[src/assert_macros.svh]
// assertion helpers for the filter rtl
// each macro expects clk and rst_n in scope
`ifndef ASSERT_MACROS_SVH
`define ASSERT_MACROS_SVH

// same-cycle implication, checked out of reset
`define ASSERT_IMPL(lbl, ante, cons) \
    lbl: assert property (@(posedge clk) disable iff (!rst_n) (ante) |-> (cons)) \
        else $error("assertion failed: same-cycle implication");

// next-cycle implication, checked out of reset
`define ASSERT_NEXT(lbl, ante, cons) \
    lbl: assert property (@(posedge clk) disable iff (!rst_n) (ante) |=> (cons)) \
        else $error("assertion failed: next-cycle implication");

`endif

[src/cidf_pkg.sv]
`default_nettype none

package cidf_pkg;

    // table geometry
    localparam int TABLE_DEPTH = 32;
    localparam int COUNT_W     = $clog2(TABLE_DEPTH + 1);
    localparam int IDX_W       = (TABLE_DEPTH > 1) ? $clog2(TABLE_DEPTH) : 1;

    // identifier field layout
    localparam int ID_W       = 29;
    localparam int PRIO_SHIFT = 26;
    localparam int PRIO_W     = 3;
    localparam int ARB_SHIFT  = 13;
    localparam int FIELD_W    = 13;
    localparam int PAYLOAD_W  = 64;
    localparam int LEN_W      = 4;
    localparam int NUM_BYTES  = PAYLOAD_W / 8;

    // result status codes
    typedef enum logic [2:0] {
        STATUS_FORWARDED = 3'd0,
        STATUS_LEARNED   = 3'd1,
        STATUS_KNOWN     = 3'd2,
        STATUS_FULL      = 3'd3,
        STATUS_CLEARED   = 3'd4
    } status_t;

    // item action codes
    typedef enum logic {
        ACTION_FRAME = 1'b0,
        ACTION_CLEAR = 1'b1
    } action_t;

    // sequencer states
    typedef enum logic [1:0] {
        ST_IDLE,
        ST_SEARCH,
        ST_LAST,
        ST_RESOLVE
    } state_t;

    // input item
    typedef struct packed {
        action_t                action;
        logic [ID_W-1:0]        frame_id;
        logic [LEN_W-1:0]       data_len;
        logic [PAYLOAD_W-1:0]   payload;
    } in_item_t;

    // result item
    typedef struct packed {
        status_t                status;
        logic [PRIO_W-1:0]      priority_res;
        logic [FIELD_W-1:0]     arbitration;
        logic [FIELD_W-1:0]     sender;
        logic [ID_W-1:0]        out_id;
        logic [LEN_W-1:0]       out_len;
        logic [PAYLOAD_W-1:0]   out_payload;
        logic [COUNT_W-1:0]     entry_count;
    } out_item_t;

    // sequencer to table requests
    typedef struct packed {
        logic                   rd_en;
        logic [IDX_W-1:0]       rd_addr;
        logic                   wr_en;
        logic [IDX_W-1:0]       wr_addr;
        logic [ID_W-1:0]        wr_data;
        logic [ID_W-1:0]        key;
    } tbl_req_t;

endpackage

`default_nettype wire

[src/cidf_table.sv]
`default_nettype none

module cidf_table
    import cidf_pkg::*;
(
    input  wire logic     clk,
    input  wire logic     rst_n,
    input  wire tbl_req_t req,
    output logic          hit
);

    logic [ID_W-1:0] mem [TABLE_DEPTH];
    logic [ID_W-1:0] rdata_reg;
    logic            valid_reg;

    // identifier storage, one write and one registered read per cycle
    always_ff @(posedge clk)
    begin
        if (req.wr_en)
        begin
            mem[req.wr_addr] <= req.wr_data;
        end
        if (req.rd_en)
        begin
            rdata_reg <= mem[req.rd_addr];
        end
    end

    // marks read data that belongs to a read issued last cycle
    always_ff @(posedge clk or negedge rst_n)
    begin
        if (!rst_n)
        begin
            valid_reg <= 1'b0;
        end
        else
        begin
            valid_reg <= req.rd_en;
        end
    end

    // shared identifier compare
    assign hit = valid_reg && (rdata_reg == req.key);

endmodule

`default_nettype wire

[src/can_id_learning_filter.sv]
// can identifier filter with learning
//
// item channel: an item is taken at a rising edge with start high and busy
// low. a frame item looks its identifier up in the learned table; a clear
// item empties the table.
// result channel: each item gives exactly one result, shown on result for
// one cycle while done is high. the receiver cannot stall, so the result
// must be captured in that cycle.
// config: cfg_we writes cfg_wdata into learn_mode; write only while idle.
// sequence: a clear item gives its result in the cycle after it is taken. a frame
// item scans the table one entry per cycle through the single read port of
// the table memory and one shared comparator; after the last entry it passes
// through ST_LAST and ST_RESOLVE (an empty table goes straight to ST_RESOLVE),
// and it ends sooner when an entry matches. busy drops in the cycle that shows
// the result; no new item is taken before that.
// reset: the table becomes empty and learn_mode returns to pass mode; the
// table contents are not cleared, only the entry count.
`default_nettype none
`include "assert_macros.svh"

module can_id_learning_filter
    import cidf_pkg::*;
(
    input  wire logic      clk,
    input  wire logic      rst_n,
    input  wire logic      start,
    output logic           busy,
    input  wire in_item_t  item,
    output logic           done,
    output out_item_t      result,
    input  wire logic      cfg_we,
    input  wire logic      cfg_wdata
);

    state_t               state_reg, state_next;
    in_item_t             item_reg, item_next;
    logic [COUNT_W-1:0]   count_reg, count_next;
    logic [COUNT_W-1:0]   idx_reg, idx_next;
    logic                 learn_mode_reg;
    logic                 done_reg, done_next;
    out_item_t            result_reg, result_next;
    tbl_req_t             tbl_req;
    logic                 hit;
    logic [COUNT_W-1:0]   count_inc;

    // keeps the bytes of data below len, all eight when len is above seven
    function automatic logic [PAYLOAD_W-1:0] valid_bytes(
        input logic [PAYLOAD_W-1:0] data,
        input logic [LEN_W-1:0]     len
    );
        logic [PAYLOAD_W-1:0] keep;
        keep = '0;
        for (int b = 0; b < NUM_BYTES; b++)
        begin
            if (len > LEN_W'(b))
            begin
                keep[b*8 +: 8] = 8'hFF;
            end
        end
        return data & keep;
    endfunction

    cidf_table u_table (
        .clk   (clk),
        .rst_n (rst_n),
        .req   (tbl_req),
        .hit   (hit)
    );

    assign count_inc = count_reg + COUNT_W'(1);

    // control registers
    always_ff @(posedge clk or negedge rst_n)
    begin
        if (!rst_n)
        begin
            state_reg      <= ST_IDLE;
            count_reg      <= '0;
            idx_reg        <= '0;
            done_reg       <= 1'b0;
            learn_mode_reg <= 1'b0;
        end
        else
        begin
            state_reg <= state_next;
            count_reg <= count_next;
            idx_reg   <= idx_next;
            done_reg  <= done_next;
            if (cfg_we)
            begin
                learn_mode_reg <= cfg_wdata;
            end
        end
    end

    // item and result holding registers
    always_ff @(posedge clk)
    begin
        item_reg   <= item_next;
        result_reg <= result_next;
    end

    // sequencer
    always_comb
    begin
        state_next  = state_reg;
        item_next   = item_reg;
        count_next  = count_reg;
        idx_next    = idx_reg;
        done_next   = 1'b0;
        result_next = result_reg;

        tbl_req         = '0;
        tbl_req.key     = item_reg.frame_id;
        tbl_req.rd_addr = idx_reg[IDX_W-1:0];
        tbl_req.wr_addr = count_reg[IDX_W-1:0];
        tbl_req.wr_data = item_reg.frame_id;

        unique case (state_reg)
            ST_IDLE:
            begin
                if (start)
                begin
                    item_next = item;
                    idx_next  = '0;
                    if (item.action == ACTION_CLEAR)
                    begin
                        count_next         = '0;
                        result_next        = '0;
                        result_next.status = STATUS_CLEARED;
                        done_next          = 1'b1;
                    end
                    else if (count_reg == '0)
                    begin
                        state_next = ST_RESOLVE;
                    end
                    else
                    begin
                        state_next = ST_SEARCH;
                    end
                end
            end

            // issue one read per cycle, compare the one issued before
            ST_SEARCH:
            begin
                tbl_req.rd_en = 1'b1;
                idx_next      = idx_reg + COUNT_W'(1);
                if (hit)
                begin
                    result_next             = '0;
                    result_next.status      = STATUS_KNOWN;
                    result_next.out_id      = item_reg.frame_id;
                    result_next.entry_count = count_reg;
                    done_next               = 1'b1;
                    state_next              = ST_IDLE;
                end
                else if (idx_next == count_reg)
                begin
                    state_next = ST_LAST;
                end
            end

            // compare the last entry read
            ST_LAST:
            begin
                if (hit)
                begin
                    result_next             = '0;
                    result_next.status      = STATUS_KNOWN;
                    result_next.out_id      = item_reg.frame_id;
                    result_next.entry_count = count_reg;
                    done_next               = 1'b1;
                    state_next              = ST_IDLE;
                end
                else
                begin
                    state_next = ST_RESOLVE;
                end
            end

            // unknown identifier: learn, report full, or forward
            ST_RESOLVE:
            begin
                result_next        = '0;
                result_next.out_id = item_reg.frame_id;
                done_next          = 1'b1;
                state_next         = ST_IDLE;
                if (learn_mode_reg)
                begin
                    if (count_reg < COUNT_W'(TABLE_DEPTH))
                    begin
                        tbl_req.wr_en           = 1'b1;
                        count_next              = count_inc;
                        result_next.status      = STATUS_LEARNED;
                        result_next.entry_count = count_inc;
                    end
                    else
                    begin
                        result_next.status      = STATUS_FULL;
                        result_next.entry_count = count_reg;
                    end
                end
                else
                begin
                    result_next.status       = STATUS_FORWARDED;
                    result_next.priority_res =
                        item_reg.frame_id[PRIO_SHIFT +: PRIO_W];
                    result_next.arbitration  =
                        item_reg.frame_id[ARB_SHIFT +: FIELD_W];
                    result_next.sender       = item_reg.frame_id[FIELD_W-1:0];
                    result_next.out_len      = item_reg.data_len;
                    result_next.out_payload  =
                        valid_bytes(item_reg.payload, item_reg.data_len);
                    result_next.entry_count  = count_reg;
                end
            end

            default:
            begin
                state_next = ST_IDLE;
            end
        endcase
    end

    assign busy   = (state_reg != ST_IDLE);
    assign done   = done_reg;
    assign result = result_reg;

    // checks
    `ASSERT_IMPL(a_done_idle, done_reg, state_reg == ST_IDLE)
    `ASSERT_IMPL(a_count_bound, 1'b1, count_reg <= COUNT_W'(TABLE_DEPTH))
    `ASSERT_NEXT(a_accept_progress, start && !busy, busy || done_reg)
    `ASSERT_IMPL(a_learn_grows, done_reg && result_reg.status == STATUS_LEARNED,
        count_reg == $past(count_reg) + COUNT_W'(1))

endmodule

`default_nettype wire

[config.mk]
export PLATFORM = sky130hd
export DESIGN_NAME = can_id_learning_filter
export DESIGN_NICKNAME = d
export VERILOG_FILES = /design/src/cidf_pkg.sv /design/src/cidf_table.sv /design/src/can_id_learning_filter.sv
export VERILOG_INCLUDE_DIRS = /design/src /design/src/src
export SDC_FILE = /design/constraint.sdc
export NUM_CORES = 1
export LEC_CHECK = 0
export ABC_AREA = 0
export BUFFER_PORTS_ARGS = -buffer_cell sky130_fd_sc_hd__buf_2
export CAP_MARGIN = 0
export CORE_ASPECT_RATIO = 1.5
export CORE_MARGIN = 3
export CORE_UTILIZATION = 49
export DETAILED_ROUTE_END_ITERATION = 10
export GPL_TIMING_DRIVEN = 0
export PLACE_DENSITY = 0.66
export SLEW_MARGIN = 20
export SYNTH_ARGS = -nofsm -noshare
export SYNTH_HDL_FRONTEND = slang
export SYNTH_SLANG_ARGS = --single-unit
[constraint.sdc]
create_clock -name clk -period 10.8 [get_ports clk]
set_clock_uncertainty 0.05 [all_clocks]
set_input_delay 2.16 -clock clk [delete_from_list [all_inputs] [get_ports clk]]
set_output_delay 2.16 -clock clk [all_outputs]
set_load 0.02 [all_outputs]
==> flow_summary.ini, run 1 <==
[floorplan]
die_w_um = 255
fp.coreArea_um2 = 92100
rows = 136
start_util_pct = 49.6
chipHeight_um = 380
io_pins = 240
die-area_um2 = 97000

[synth]
synth-seq-area-share_pct = 79.1
yosysUniqueCellTypes = 46
muxShareOfSynthArea_pct = 15.1
synth_fa_ha_area_share_pct = 0.247
async_flop_share_pct = 1.41
yosys.area_share.simple_pct = 2.99
syn_area_per_cell_um2 = 23.0
ys_warn_count = 0
synthTopCellsByCount = 1189 x edfxtp_1, 290 x mux4_2, 122 x and2_1
yosysMostFrequentCell = edfxtp_1
ys_top_cells_by_area = edfxtp_1 78%, mux4_2 14%, and2_1 1.7%
syn-num-nets = 2094
synth_top_family_by_area = multiplexers
yosysTopAreaCell = edfxtp_1
syn_inst = 1982
synth_flop_cell = edfxtp_1
synth-compound-area-share_pct = 0.833
synth_top_area_share_pct = 78.2
netlist_area_um2 = 45700
synth_edf_count = 1189
ys_seq_elements = 1206
synth-xor-area-share_pct = 0.748

[worst_setup_path]
path_common_cell = buf_6
cp_max_fo = 19
worst_r2r_path_depth = 14
crit_required_ns = 11.15
timing.rr.start = item_reg[85]
critPathMaxStageDelay_ns = 0.91
crit_path_top_delay_cell = nor4_1
critPathKind = flip-flop to flip-flop
cp.buffers_inverters = 9
cp_top_family = buffers and inverters
arrival_ns = 5.83
startpoint_type = flip-flop
endpoint_kind = flip-flop
cp_cell_sequence = buf_6, xor2_1, nor4_1, nand3_1, or4_1, a22oi_2, buf_8, buf_6, buf_6, buf_6, buf_6, buf_8, buf_6, buf_6
rrSetupSlack_ns = 5.32
r2r_end = result[119]

[timing]
setup_viol = 0
fmax_mhz = 182
worst_pin_slew_ns = 1.14
rsz0062_at_grt = false
whs_ns = 0.461
slew_viol_final = 0
setup_ws_ns = 5.32
fin_crit_ns = 5.48
finalCritPeriodShare_pct = 50.8
hold_viol_final = 0
slew_headroom_pct = 24.0

[clocking]
cts_buffer_depth = 3
ctsHoldBuffers = 0
post_cts_buffers = 0
ctsHtreeMaxLevel = 3
clk_pin_slew_ns = 0.07
post_cts_resize_count = 0
cts.sinks = 1206
clkLatencyLatePin_ns = 0.70
root_buffer = clkbuf_16
numCtsBuffers = 99
cts_tree = yes

[layout]
n_antenna_cell = 0
layout-drive-gt1-share_pct = 34.3
final_util_pct = 58.1
syn_to_final_growth_pct = 17.1
largest_reg_flops = 928
num-fill-cells = 6568
seqCellArea_um2 = 36100
layout.nets = 2510
instances_no_fill = 3726
multi_input_area_um2 = 9340

[grt]
met1_usage_pct = 27.2
antenna_found_initial = 0
grt_busiest_layer = met2
grt_pass1_vias = 23400
grt_max_degree = 60
met3_usage_pct = 4.11
grt_use_met2_pct = 41.6
grt_util_all_layers_pct = 22.7
grt_pass1_wl_um = 157000
overflow = 0

[placed_design]
post-place-ws_ns = 4.94
dp.cells = 3514
place_congestion = 0.819
io_buffers = 238
dpl.hpwl_um = 72000

[power]
powerDensity_nw_per_um2 = 256
power_uw = 13700
vdd_drop_max_v = 0.000239
power.leakage_uw = 0.0173

[route]
initialDrtViolationCount = 2060
dr.pass1.iters = 5
wl_per_cell_um = 29.0
viasPerCell = 5.81
drc_errors = 0
vias = 21600
drt-total-wl_um = 108000
ant_nets = 0

[hold_path]
hold_start = item_reg[18]
min_to = result[24]
hold_path_class = flip-flop to flip-flop
min_path_cells = 1

[job]
drv_cap = 0

[status]
outcome = complete, no violations
-- cell usage in the layout, fill, tap and decap left out, types with 5 or more instances in the layout --
master      instances
a21oi_1            12
nor2_1             14
buf_8              18
mux2_2             30
xnor2_1            16
clkinv_2           19
clkinv_1           25
buf_6              13
nor2_4             32
inv_1               6
bufinv_16           9
nand3_1            10
nor4_1              6
dfrtp_1            17
ha_1                8
xor2_1             23
nand2_1            24
edfxtp_1         1189
buf_2             261
a22oi_1             5
clkinv_4            5
buf_1               9
buf_12             17
clkbuf_16         102
mux4_2            290
and2_1            121
buf_16             32
nor3_1              9
o21ai_0            20
and3_1              8
clkinvlp_4          6
clkbuf_1           69
-- layer usage --
layer	vias to the layer above	part of all wire [%]	wire, um
met1	11500	35	37900
li1	9067	-	-
met2	928	55	59800
met3	173	6.6	7120
met4	0	3.1	3350
met5	-	0	0
-- worst max-delay path by stage --
stage / startpoint / endpoint / slack [ns] / depth (start not counted)
4_1_cts: item_reg[85] / result[92] / 4.91 / 13
5_1_grt: item_reg[85] / result[119] / 5.09 / 14
2_1_floorplan: start / result[0] / 1.0 / 3
3_3_place_gp: item_reg[85] / result[51] / -2.77 / 5
6_report: item_reg[85] / result[119] / 5.32 / 14
3_5_place_dp: item_reg[85] / result[51] / 4.94 / 13
-- cells by family after synthesis --
kind of cell / Yosys count
compound gates: 59
xor+xnor: 39
fa+ha+maj: 9
buf+inv: 100
flops: 1206
mux: 322
simple gates: 247
-- power by group --
part	total, uW	switching [uW]	internal [uW]
logic	4010	2340	1670
clock network	3600	1650	1950
registers	6100	201	5900
total	13700	4190	9520
-- final cells by class --
type,count,area share [%]
Timing Repair Buffer,315,5.23
Sequential cell,1206,67.5
Inverter,6,0.0421
Tap cell,1242,2.91
Clock inverter,69,1.15
Multi-Input combinational cell,676,17.5
Clock buffer,118,4.88
Buffer,94,0.788
-- metrics by stage --
stage | TNS [ns] | area, um2
floorplan | 0 | 45700
global placement | -368.70 | 48400
detailed placement | 0 | 49800
CTS | 0 | 53000
global route | 0 | 53500
finish | 0 | 53500
No activity file was read; power rests on OpenSTA's default activity.
==> run 2, diff against run 1 <==
Clock period 10.8 ns to 5.5 ns, I/O delays scaled along.
==> run 2 against run 1 <==
Against the previous run:
- flip-flop and latch count unchanged
- utilization about the same
- combinational power increased by 96%
- non-clock buffer count increased by 1
- total power increased by 98%
- die area unchanged
- sequential power increased by 97%
- maximum frequency increased by 4.0%
- global-route usage increased by 0.56 points
- critical path depth decreased by 1
- critical path type unchanged
- largest cell class unchanged
- highest routed layer unchanged
==> flow_summary.ini, run 2 (synthesis results as in run 1) <==
[power]
vdd_drop_max_v = 0.000435
p_int_uw = 18800
power.leakage_uw = 0.0173
power_frac_seq_pct = 44.3
clockPowerShare_pct = 26.8
swShare_pct = 30.7
power_uw = 27200
comb_power_share_pct = 28.9
power_switching_uw = 8350
powerDensity_nw_per_um2 = 508

[timing]
whs_ns = 0.281
hold_viol_final = 0
finalCritPeriodShare_pct = 95.8
slew_viol_final = 0
slew_headroom_pct = 25.7
rsz0062_at_grt = false
fin_crit_ns = 5.27
worst_pin_slew_ns = 1.11
setup_viol = 0
fmax_mhz = 190

[route]
vias = 22100
drc_errors = 0
ant_nets = 0
drt-total-wl_um = 111000
wl_per_cell_um = 29.7
initialDrtViolationCount = 2483
dr.pass1.iters = 6
viasPerCell = 5.91

[layout]
layout-drive-gt1-share_pct = 34.6
layout.nets = 2515
final_util_pct = 58.1
final_common_cell = edfxtp_1
syn_to_final_growth_pct = 17.1
final_cell_mix = 1189 x edfxtp_1, 290 x mux4_2, 262 x buf_2
n_antenna_cell = 0
largest_reg_flops = 928
num-fill-cells = 6555

[worst_setup_path]
endpoint_kind = flip-flop
cp_top_family = buffers and inverters
cp_cell_sequence = xor2_1, nor4_1, nand4_1, or4_4, a22oi_2, buf_8, buf_6, buf_6, buf_8, buf_6, buf_6, buf_8, buf_6
cp.buffers_inverters = 8
startpoint = item_reg[73]
crit_required_ns = 5.86
path_common_cell = buf_6
critPathMaxStageDelay_ns = 0.91
timing.rr.start = item_reg[73]
critPathKind = flip-flop to flip-flop
arrival_ns = 5.63
startpoint_type = flip-flop
crit_path_top_delay_cell = edfxtp_1
cp_max_fo = 19

[clocking]
cts_tree = yes
root_buffer = clkbuf_16
clkLatencyLatePin_ns = 0.70
cts_buffer_depth = 3
clk_pin_slew_ns = 0.07
numCtsBuffers = 103
ctsHtreeMaxLevel = 3
cts.sinks = 1206

[floorplan]
die_w_um = 255
chipHeight_um = 380
rows = 136
fp.coreArea_um2 = 92100
io_pins = 240
die-area_um2 = 97000
start_util_pct = 49.6

[grt]
grt_util_all_layers_pct = 23.3
grt_pass1_wl_um = 160000
grt_max_degree = 59
antenna_found_initial = 1
overflow = 0
grt_pass1_vias = 23500

[placed_design]
io_buffers = 238
dpl.hpwl_um = 73300
place_congestion = 0.836

[job]
drv_cap = 0

[status]
outcome = complete, no violations

[hold_path]
hold_path_class = input pin to asynchronous set/reset pin
## run 2: changes by cell type in the layout (fill, tap and decap cells not counted), moves of 3 or more
| cell | before | now |
|---|---|---|
| buf_12 | 17 | 25 |
| buf_16 | 32 | 16 |
| buf_6 | 13 | 18 |
| buf_8 | 18 | 22 |
| clkbuf_1 | 69 | 74 |
| clkbuf_16 | 102 | 105 |
| clkinv_1 | 25 | 21 |
| clkinv_4 | 5 | 2 |
## run 2: power by group through the flow
| stage | Combinational [uW] | Clock [uW] | Sequential, uW |
|---|---|---|---|
| global placement | 6940 | 0 | 12300 |
| finish | 7860 | 7280 | 12000 |
| detailed placement | 7710 | 0 | 12400 |
| CTS | 7770 | 7380 | 12200 |
| global route | 8300 | 7720 | 12100 |
| floorplan | 4140 | 0 | 12900 |
## run 2: area by class of cell
class | count | area (um2) | area share [%]
repair buffers | 316 | 2630 | 4.92
multi-input cells | 676 | 9360 | 17.5
plain buffers | 94 | 422 | 0.789
clock buffers | 126 | 2710 | 5.06
clock inverters | 68 | 653 | 1.22
inverters | 6 | 22.5 | 0.0421
well taps | 1242 | 1550 | 2.91
flip-flops and latches | 1206 | 36100 | 67.6
## run 2: routing by layer
layer / up-vias / share of wire [%] / global-route usage [%]
li1: 9083 / - / -
met1: 11700 / 35 / 28.2
met2: 1010 / 54 / 41.5
met3: 224 / 7.3 / 4.68
met4: 0 / 3.6 / 8.05
met5: - / 0 / 0
## run 2: path summary, 6_finish.rpt
kind / endpoint / cells past startpoint / slack [ns]
worst max-delay path: result[95] / 13 / 0.23
worst min register to register: result[56] / 1 / 0.47
max in group asynchronous: count_reg[2] / 1 / 4.80
worst min-delay path: done / 1 / 0.28
min in group clk: result[56] / 1 / 0.47
worst max register to register: result[95] / 13 / 0.23
## run 2: stage by stage
stage | cells | cell area [um2] | setup TNS, ns | setup WS [ns]
after CTS | 3714 | 53100 | 0 | 0.0188
after global routing | 3734 | 53500 | 0 | 0.0719
final | 3734 | 53500 | 0 | 0.228
after global placement | 3462 | 48400 | -501.71 | -3.73
after detailed placement | 3515 | 49700 | -4.27 | -0.263
after floorplan | 1982 | 45700 | -79.66 | -0.590
## run 2: repair_timing
item                                    CTS  global route
endpoints found under the setup margin   27            13
setup buffers                             5             0
gates cloned                              0             0
resized for setup                         0             1
endpoints found under the hold margin     0             0
hold buffers                              0             0
## run 2: worst register-to-register path, cell delays in order, from the launching register on
cell and delay, ns:
edfxtp_1 0.91, xor2_1 0.29, nor4_1 0.57, nand4_1 0.35
or4_4 0.56, a22oi_2 0.65, buf_8 0.25, buf_6 0.21
buf_6 0.20, buf_8 0.18, buf_6 0.18, buf_6 0.20
buf_8 0.19, buf_6 0.19
